<file path="config.mk">
export PLATFORM = sky130hd
export DESIGN_NAME = keypad_code_entry_fsm
export DESIGN_NICKNAME = d
export VERILOG_FILES = /design/src/kce_pkg.sv /design/src/keypad_code_entry_fsm.sv
export SDC_FILE = /design/constraint.sdc
export NUM_CORES = 1
export LEC_CHECK = 0
export BUFFER_PORTS_ARGS = -buffer_cell sky130_fd_sc_hd__buf_2
export CORE_ASPECT_RATIO = 1.2
export CORE_MARGIN = 1
export CORE_UTILIZATION = 41
export DETAILED_ROUTE_END_ITERATION = 10
export GPL_ROUTABILITY_DRIVEN = 0
export PLACE_DENSITY = 0.69
export SLEW_MARGIN = 20
export SYNTH_ARGS = -nofsm -noshare
export SYNTH_HDL_FRONTEND = slang
export SYNTH_SLANG_ARGS = --single-unit
</file>
<file path="constraint.sdc">
create_clock -name i_clk -period 9.7 [get_ports i_clk]
set_input_delay 0.97 -clock i_clk [delete_from_list [all_inputs] [get_ports i_clk]]
set_output_delay 0.97 -clock i_clk [all_outputs]
set_load 0.02 [all_outputs]
</file>
<file path="src/kce_pkg.sv">
// ----------------------------------------------------------------------------
// kce_pkg
// Types, constants and the scan decoder shared by the keypad entry block.
// ----------------------------------------------------------------------------
package kce_pkg;

    typedef struct packed {
        logic        kind;
        logic [15:0] scan_word;
    } t_in_word;

    typedef struct packed {
        logic [3:0] entry_status;
        logic [9:0] entered_number;
        logic [3:0] first_digit;
        logic [3:0] second_digit;
        logic [3:0] third_digit;
        logic [1:0] beep_command;
        logic [3:0] display_command;
        logic       display_refresh;
    } t_out_word;

    localparam int unsigned NUM_KEYS = 12;
    localparam int unsigned PADDR_W  = 5;

    localparam logic [PADDR_W-1:0] ADDR_INTERDIGIT = 5'd0;
    localparam logic [PADDR_W-1:0] ADDR_SAMPLE     = 5'd4;
    localparam logic [PADDR_W-1:0] ADDR_STAR       = 5'd8;
    localparam logic [PADDR_W-1:0] ADDR_ZERO       = 5'd12;
    localparam logic [PADDR_W-1:0] ADDR_POUND      = 5'd16;

    localparam logic KIND_TICK = 1'b0;
    localparam logic KIND_POLL = 1'b1;

    localparam logic [1:0] BEEP_NONE  = 2'd0;
    localparam logic [1:0] BEEP_ONE   = 2'd1;
    localparam logic [1:0] BEEP_TWO   = 2'd2;
    localparam logic [1:0] BEEP_HALF  = 2'd3;

    localparam logic [3:0] DISP_BLANK = 4'd10;
    localparam logic [3:0] DISP_KEEP  = 4'd11;

    localparam logic [3:0] KEY_NONE   = 4'd0;
    localparam logic [3:0] KEY_NINE   = 4'd9;

    localparam logic [15:0] INTERDIGIT_RESET = 16'd3000;
    localparam logic [7:0]  SAMPLE_RESET     = 8'd50;
    localparam logic [3:0]  STAR_RESET       = 4'd10;
    localparam logic [3:0]  ZERO_RESET       = 4'd11;
    localparam logic [3:0]  POUND_RESET      = 4'd12;

    localparam logic [15:0] SCAN_TABLE [NUM_KEYS] = '{
        16'hBFBE, 16'hBFBD, 16'hBFBB, 16'hBFB7, 16'hBFAF, 16'hBF9F,
        16'hBEBF, 16'hBDBF, 16'hBBBF, 16'hB7BF, 16'hAFBF, 16'h9FBF
    };

    function automatic logic [3:0] decode_scan(input logic [15:0] word);
        logic [3:0] key;
        key = KEY_NONE;
        for (int i = NUM_KEYS - 1; i >= 0; i--) begin
            if (SCAN_TABLE[i] == word) begin
                key = 4'(i + 1);
            end
        end
        return key;
    endfunction

endpackage

</file>
<file path="src/keypad_code_entry_fsm.sv">
// ----------------------------------------------------------------------------
// keypad_code_entry_fsm
// Keypad controller that collects a one to three digit code from scan words.
// ----------------------------------------------------------------------------
// Each word is either a timer tick, which counts down the sample-hold and
// inter-digit timers and yields nothing, or a poll, which samples the keypad
// scan word when the hold timer has run out, steps the entry state machine
// once and yields one result word with status, code, digit slots and beep
// and display commands. A word passes an input register and one stage of
// state update logic into the result register, so a new word is taken every
// cycle unless the input register stalls. A result that waits on a stall
// holds the next poll, and every word behind it, in the input register.
// Timer reloads and key codes are set through the APB registers; the user
// must write them only while idle, which the block itself does not enforce.
module keypad_code_entry_fsm (
    input  logic                     i_clk,
    input  logic                     i_rst_n,
    input  logic                     i_in_valid,
    output logic                     o_in_stall,
    input  kce_pkg::t_in_word        i_in_word,
    output logic                     o_out_valid,
    input  logic                     i_out_stall,
    output kce_pkg::t_out_word       o_out_word,
    input  logic                     psel,
    input  logic                     penable,
    input  logic                     pwrite,
    input  logic [kce_pkg::PADDR_W-1:0] paddr,
    input  logic [31:0]              pwdata,
    output logic [31:0]              prdata,
    output logic                     pready
);
    import kce_pkg::*;

    typedef enum logic [3:0] {
        ST_IDLE       = 4'd0,
        ST_A          = 4'd1,
        ST_B          = 4'd2,
        ST_C          = 4'd3,
        ST_D          = 4'd4,
        ST_E          = 4'd5,
        ST_F          = 4'd6,
        ST_CANCELLING = 4'd7,
        ST_FINISH     = 4'd8,
        ST_CANCEL     = 4'd9,
        ST_TIMEOUT    = 4'd10
    } t_state;

    typedef enum logic [2:0] {
        CLS_NONE,
        CLS_DIGIT,
        CLS_STAR,
        CLS_POUND,
        CLS_OTHER
    } t_class;

    logic [15:0] r_interdigit_ticks;
    logic [7:0]  r_sample_ticks;
    logic [3:0]  r_star_code;
    logic [3:0]  r_zero_code;
    logic [3:0]  r_pound_code;

    logic        r_in_vld;
    t_in_word    r_in;
    logic        r_out_vld;
    t_out_word   r_out;

    t_state      r_state, n_state;
    logic [3:0]  r_held_key, n_held_key;
    logic [7:0]  r_sample_cnt, n_sample_cnt;
    logic [15:0] r_inter_cnt, n_inter_cnt;
    logic [3:0]  r_slot0, n_slot0;
    logic [3:0]  r_slot1, n_slot1;
    logic [3:0]  r_slot2, n_slot2;
    logic [9:0]  r_number, n_number;
    t_out_word   n_out;

    logic        fire;
    logic        fire_poll;
    logic        in_accept;
    logic        cfg_write;
    t_class      cls;
    logic [3:0]  digit;
    logic        check_timeout;
    logic [1:0]  beep;
    logic [3:0]  disp;
    logic        refresh;

    assign fire      = r_in_vld && ((r_in.kind == KIND_TICK) || !r_out_vld || !i_out_stall);
    assign fire_poll = fire && (r_in.kind == KIND_POLL);
    assign o_in_stall = r_in_vld && !fire;
    assign in_accept  = i_in_valid && !o_in_stall;
    assign cfg_write  = psel && penable && pwrite;
    assign pready     = 1'b1;

    always_comb begin
        case (paddr)
            ADDR_INTERDIGIT: prdata = {16'd0, r_interdigit_ticks};
            ADDR_SAMPLE:     prdata = {24'd0, r_sample_ticks};
            ADDR_STAR:       prdata = {28'd0, r_star_code};
            ADDR_ZERO:       prdata = {28'd0, r_zero_code};
            ADDR_POUND:      prdata = {28'd0, r_pound_code};
            default:         prdata = 32'd0;
        endcase
    end

    always_comb begin
        n_state      = r_state;
        n_held_key   = r_held_key;
        n_sample_cnt = r_sample_cnt;
        n_inter_cnt  = r_inter_cnt;
        n_slot0      = r_slot0;
        n_slot1      = r_slot1;
        n_slot2      = r_slot2;
        n_number     = r_number;
        beep         = BEEP_NONE;
        disp         = DISP_KEEP;
        refresh      = 1'b0;
        check_timeout = 1'b0;
        cls          = CLS_NONE;
        digit        = 4'd0;

        if (r_in.kind == KIND_TICK) begin
            if (r_sample_cnt != 8'd0) begin
                n_sample_cnt = r_sample_cnt - 8'd1;
            end
            if (r_inter_cnt != 16'd0) begin
                n_inter_cnt = r_inter_cnt - 16'd1;
            end
        end else begin
            if (r_sample_cnt == 8'd0) begin
                n_held_key   = decode_scan(r_in.scan_word);
                refresh      = 1'b1;
                n_sample_cnt = r_sample_ticks;
            end

            if (n_held_key == KEY_NONE) begin
                cls = CLS_NONE;
            end else if (n_held_key == r_star_code) begin
                cls = CLS_STAR;
            end else if (n_held_key == r_pound_code) begin
                cls = CLS_POUND;
            end else if (n_held_key == r_zero_code) begin
                cls = CLS_DIGIT;
            end else if (n_held_key <= KEY_NINE) begin
                cls   = CLS_DIGIT;
                digit = n_held_key;
            end else begin
                cls = CLS_OTHER;
            end

            case (r_state)
                ST_IDLE: begin
                    if (cls == CLS_DIGIT) begin
                        n_slot0     = digit;
                        n_slot1     = 4'd0;
                        n_slot2     = 4'd0;
                        disp        = digit;
                        beep        = BEEP_ONE;
                        n_inter_cnt = r_interdigit_ticks;
                        n_state     = ST_A;
                    end else if (cls == CLS_STAR) begin
                        n_state = ST_CANCELLING;
                    end
                end
                ST_A, ST_C, ST_E: begin
                    if (cls == CLS_NONE) begin
                        disp        = DISP_BLANK;
                        n_state     = t_state'(r_state + 4'd1);
                        n_inter_cnt = r_interdigit_ticks;
                    end
                    check_timeout = 1'b1;
                end
                ST_B, ST_D: begin
                    if (cls == CLS_STAR) begin
                        n_state = ST_CANCELLING;
                    end else if (cls == CLS_DIGIT) begin
                        if (r_state == ST_B) begin
                            n_slot1 = digit;
                        end else begin
                            n_slot2 = digit;
                        end
                        disp        = digit;
                        beep        = BEEP_ONE;
                        n_state     = t_state'(r_state + 4'd1);
                        n_inter_cnt = r_interdigit_ticks;
                    end else if (cls == CLS_POUND) begin
                        beep    = BEEP_TWO;
                        n_slot2 = r_slot0;
                        if (r_state == ST_B) begin
                            n_slot0  = 4'd0;
                            n_number = {6'd0, r_slot0};
                        end else begin
                            n_number = 10'({6'd0, r_slot0} * 10'd10 + {6'd0, r_slot1});
                        end
                        n_state = ST_FINISH;
                    end
                    check_timeout = 1'b1;
                end
                ST_F: begin
                    if (cls == CLS_STAR) begin
                        n_state = ST_CANCELLING;
                    end else if (cls == CLS_POUND) begin
                        beep     = BEEP_TWO;
                        n_number = 10'({6'd0, r_slot0} * 10'd100 +
                                       {6'd0, r_slot1} * 10'd10 + {6'd0, r_slot2});
                        n_state  = ST_FINISH;
                    end
                    check_timeout = 1'b1;
                end
                ST_CANCELLING: begin
                    disp    = DISP_BLANK;
                    beep    = BEEP_HALF;
                    n_state = ST_CANCEL;
                end
                default: begin
                    n_state = ST_IDLE;
                end
            endcase

            if (check_timeout && (n_inter_cnt == 16'd0)) begin
                n_state = ST_TIMEOUT;
            end
        end

        n_out.entry_status    = n_state;
        n_out.entered_number  = n_number;
        n_out.first_digit     = n_slot0;
        n_out.second_digit    = n_slot1;
        n_out.third_digit     = n_slot2;
        n_out.beep_command    = beep;
        n_out.display_command = disp;
        n_out.display_refresh = refresh;
    end

    always_ff @(posedge i_clk) begin
        if (!i_rst_n) begin
            r_interdigit_ticks <= INTERDIGIT_RESET;
            r_sample_ticks     <= SAMPLE_RESET;
            r_star_code        <= STAR_RESET;
            r_zero_code        <= ZERO_RESET;
            r_pound_code       <= POUND_RESET;
            r_in_vld           <= 1'b0;
            r_out_vld          <= 1'b0;
            r_state            <= ST_IDLE;
            r_held_key         <= KEY_NONE;
            r_sample_cnt       <= 8'd0;
            r_inter_cnt        <= 16'd0;
            r_slot0            <= 4'd0;
            r_slot1            <= 4'd0;
            r_slot2            <= 4'd0;
            r_number           <= 10'd0;
        end else begin
            if (cfg_write) begin
                case (paddr)
                    ADDR_INTERDIGIT: r_interdigit_ticks <= pwdata[15:0];
                    ADDR_SAMPLE:     r_sample_ticks     <= pwdata[7:0];
                    ADDR_STAR:       r_star_code        <= pwdata[3:0];
                    ADDR_ZERO:       r_zero_code        <= pwdata[3:0];
                    ADDR_POUND:      r_pound_code       <= pwdata[3:0];
                    default: begin
                    end
                endcase
            end

            if (in_accept) begin
                r_in_vld <= 1'b1;
            end else if (fire) begin
                r_in_vld <= 1'b0;
            end

            if (fire_poll) begin
                r_out_vld <= 1'b1;
            end else if (!i_out_stall) begin
                r_out_vld <= 1'b0;
            end

            if (fire) begin
                r_state      <= n_state;
                r_held_key   <= n_held_key;
                r_sample_cnt <= n_sample_cnt;
                r_inter_cnt  <= n_inter_cnt;
                r_slot0      <= n_slot0;
                r_slot1      <= n_slot1;
                r_slot2      <= n_slot2;
                r_number     <= n_number;
            end
        end
    end

    always_ff @(posedge i_clk) begin
        if (in_accept) begin
            r_in <= i_in_word;
        end
        if (fire_poll) begin
            r_out <= n_out;
        end
    end

    assign o_out_valid = r_out_vld;
    assign o_out_word  = r_out;

endmodule
</file>
==> results_dict.tcl <==
set metrics [dict create \
    outcome "finished clean" \
    layout-drive-gt1-share_pct 14.6 \
    end_kind "register" \
    setup_tns_ns 0 \
    synth-edff-count 50 \
    finalSetupViolCount 0 \
    clock_skew_ns 0.0106 \
    final_max_slew_viol_count 0 \
    insertion_delay_ns 0.42 \
    overflow 0 \
    rows 58 \
    worst_ep_required_time_ns 10.02 \
    slew_headroom_pct 27.9 \
    finalHoldViolCount 0 \
    start_kind "register" \
    rsz0062_at_grt "false" \
    switching_power_mw 0.517 \
    synth-simple-area-share_pct 23.0 \
    ys_seq_area_share_pct 37.3 \
    layout_worst_path_cycle_share_pct 47.9 \
    dp_hpwl_mm 16.6 \
    synthFlopType "dfxtp_1" \
    htreeDepth 4 \
    nets 1211 \
    wl_per_cell_um 16.6 \
    ys_async_sr_fraction_pct 0 \
    ant_nets 0 \
    yosysUniqueCellTypes 86 \
    holdWs_ns 0.463 \
    cp_slowest_cell "a21o_1" \
    comb_power_share_pct 21.0 \
    switching_share_pct 31.0 \
    critPathKind "register to register" \
    worst_slack_ns 5.05 \
    synth_compound_area_share_pct 20.0 \
    critPathMaxFanout 18 \
    grtUsageTotal_pct 21.4 \
    drc 0 \
    fmax_ghz 0.215 \
    fin_crit_ns 4.65 \
    path_delay_family "simple AND/OR/NAND/NOR gates" \
    via_per_inst 5.74 \
    die_y_um 164 \
    area_growth_syn_to_layout_pct 12.8 \
    dp_slack_ns 5.17 \
    cts-root-buf "clkbuf_16" \
    place.port_buffers 95 \
    r2r_slack_ns 5.05 \
    diodes 0 \
    ctsLongestPathBuffers 2 \
    synthXorXnorAreaFrac_pct 2.93 \
    boundaryPins 129 \
    final_area_mm2 0.0101 \
    power.share.clock_pct 38.8 \
    die_area_mm2 0.0225 \
    ctsHoldBuffers 0 \
    worstMarginPinSlew_ns 1.08 \
    syn_area_mm2 0.00896 \
    initial_core_util_pct 42.3 \
    post_cts_buffers 0 \
    cts_inserted_buffers 17 \
    synth_top_family_by_area "simple AND/OR/NAND/NOR gates" \
    via_count 7983 \
    die-width_um 137 \
    synth.mux.area_fraction_pct 4.51 \
    p_seq_share_pct 40.2 \
    arrival_ns 4.96 \
    p_leak_nw 4.07 \
    grt_pass1_vias 7425 \
    hp-class "register to register" \
    drtPass1Iterations 5 \
    routed_wl_mm 23.1 \
    netlist_instances 1042 \
    cts.sinks 142 \
    worst-path-buf-inv 1 \
    grt_max_degree 62 \
    nFillCells 2076 \
    worstPathCellList "inv_1 -> ha_1 -> nor4b_2 -> nand2_1 -> o21ai_0 -> o2111ai_1 -> nor4_1 -> o21ai_1 -> a21oi_2 -> and3_1 -> a21o_1 -> a221oi_2 -> or4_1 -> o32ai_1" \
    cts_resized 0 \
    yosys_warnings 0 \
    grt_pass1_wl_mm 37.6 \
    place_area_mm2 0.00952 \
    cap_violations 0 \
    drtIter0Drc 592 \
    p_int_mw 1.15 \
    antenna_found_initial 0 \
    peakVddDrop_mv 0.127 \
    power_density_mw_per_mm2 165 \
    max_stage_delay_ns 0.62 \
    cts_tree "built" \
    ys_ff_latch 142 \
    synthAdderAreaFrac_pct 6.59 \
    clk_pin_slew_ns 0.06 \
    fp.coreArea_mm2 0.0212 \
    synth.avg_cell_area_um2 8.60 \
]
layout make-up:
cell class / count / area, um^2 / area share [%]
clock buffer: 22 / 485 / 4.80
multi-input combinational: 808 / 5170 / 51.2
clock inverter: 10 / 101 / 1.00
sequential: 142 / 3340 / 33.1
timing repair buffer: 102 / 528 / 5.22
tap: 270 / 338 / 3.34
inverter: 36 / 135 / 1.34
layer usage:
metal	vias to the layer above	GRT usage [%]	share of wire, %
met5	-	0	0
met4	0	6.59	1.5
met3	29	3.43	4.1
met2	225	37.0	50
met1	3829	26.9	44
li1	3900	-	-
power by group through the flow:
stage / Clock (mW) / Combinational [mW] / Sequential, mW
final: 0.648 / 0.350 / 0.670
after global routing: 0.684 / 0.390 / 0.674
after CTS: 0.658 / 0.347 / 0.670
after detailed placement: 0 / 0.345 / 0.683
after global placement: 0 / 0.340 / 0.682
after floorplan: 0 / 0.283 / 0.679
worst register-to-register path, delay by kind of cell, from the launching register on:
kind,cells,cell delay (ns)
adders and majority gates,1,0.19
buffers and inverters,1,0.06
and+or+nand+nor,5,2.16
DFF,1,0.33
AOI/OAI and AO/OA,7,1.81
path summary, 6_finish.rpt:
path,start,end,cells after the start
worst max-delay path,r_sample_cnt[0],r_state[2],14
worst max register to register,r_sample_cnt[0],r_state[2],14
worst min register to register,r_number[6],r_number[6],2
worst min-delay path,r_number[6],r_number[6],2
metrics by stage:
step,util [%],std cells,power [mW]
2_1_floorplan,-,1057,0.962
3_3_place_gp,44.9,1358,1.02
3_5_place_dp,44.9,1358,1.03
4_1_cts,47.7,1390,1.67
5_1_grt,47.7,1390,1.75
6_report,47.7,1390,1.67
placed cells by master (no fill, tap or decap), types with 11 or more instances in the layout:
master     count
nand2_1      115
nor2_1       100
buf_2         95
dfxtp_1       92
a21oi_1       89
edfxtp_1      50
o21ai_0       49
mux2i_1       37
ha_1          36
inv_1         34
nor3_1        26
nand3_1       25
and2_1        18
xnor2_1       18
clkbuf_16     18
conb_1        17
nand4_1       15
nor4_1        13
xor2_1        12
nand2b_1      12
or3_1         12
a22o_1        12
nor2b_1       11
flip-flops by register name, indices dropped and copies added (netlist names), 8 cells and up:
signal              flops
r_in                   17
o_out_word             33
r_sample_ticks          8
r_number               10
r_inter_cnt            16
r_sample_cnt            8
r_interdigit_ticks     16
cells by family (layout without fill, tap and decap cells):
group	after synthesis	count (layout)
muxes	40	40
buffers and inverters	107	170
DFF	142	142
other	2	17
and+or+nand+nor	407	407
AOI/OAI and AO/OA	271	271
adders and majority gates	43	43
xor gates and xnor gates	30	30
synthesized netlist by cell type, types with 6 or more instances:
library cell / count / area, um^2
o31ai_1: 7 / 52.6
nor3_1: 26 / 130
a211oi_1: 7 / 52.6
o22ai_1: 9 / 56.3
nand3_1: 25 / 125
or4_1: 9 / 67.6
buf_2: 7 / 35.0
mux2i_1: 37 / 370
a22o_1: 12 / 105
o21ai_0: 50 / 250
nor4_1: 13 / 81.3
xor2_1: 12 / 105
and3_1: 8 / 50.1
a21o_1: 7 / 52.6
o211ai_1: 6 / 45.0
and2_1: 18 / 113
ha_1: 36 / 450
buf_4: 20 / 150
nand2b_1: 12 / 75.1
nor2_1: 100 / 375
clkbuf_1: 39 / 146
o32ai_1: 7 / 61.3
inv_1: 34 / 128
nand4_1: 15 / 93.8
nand2_1: 115 / 432
nor2b_1: 11 / 68.8
a31oi_1: 9 / 56.3
nor3b_1: 7 / 52.6
xnor2_1: 18 / 158
or3_1: 12 / 75.1
a221oi_1: 7 / 61.3
fa_1: 7 / 140
edfxtp_1: 50 / 1500
a21oi_1: 89 / 445
dfxtp_1: 92 / 1840
a22oi_1: 6 / 45.0
Note: power is estimated with default switching activity, not from simulation.
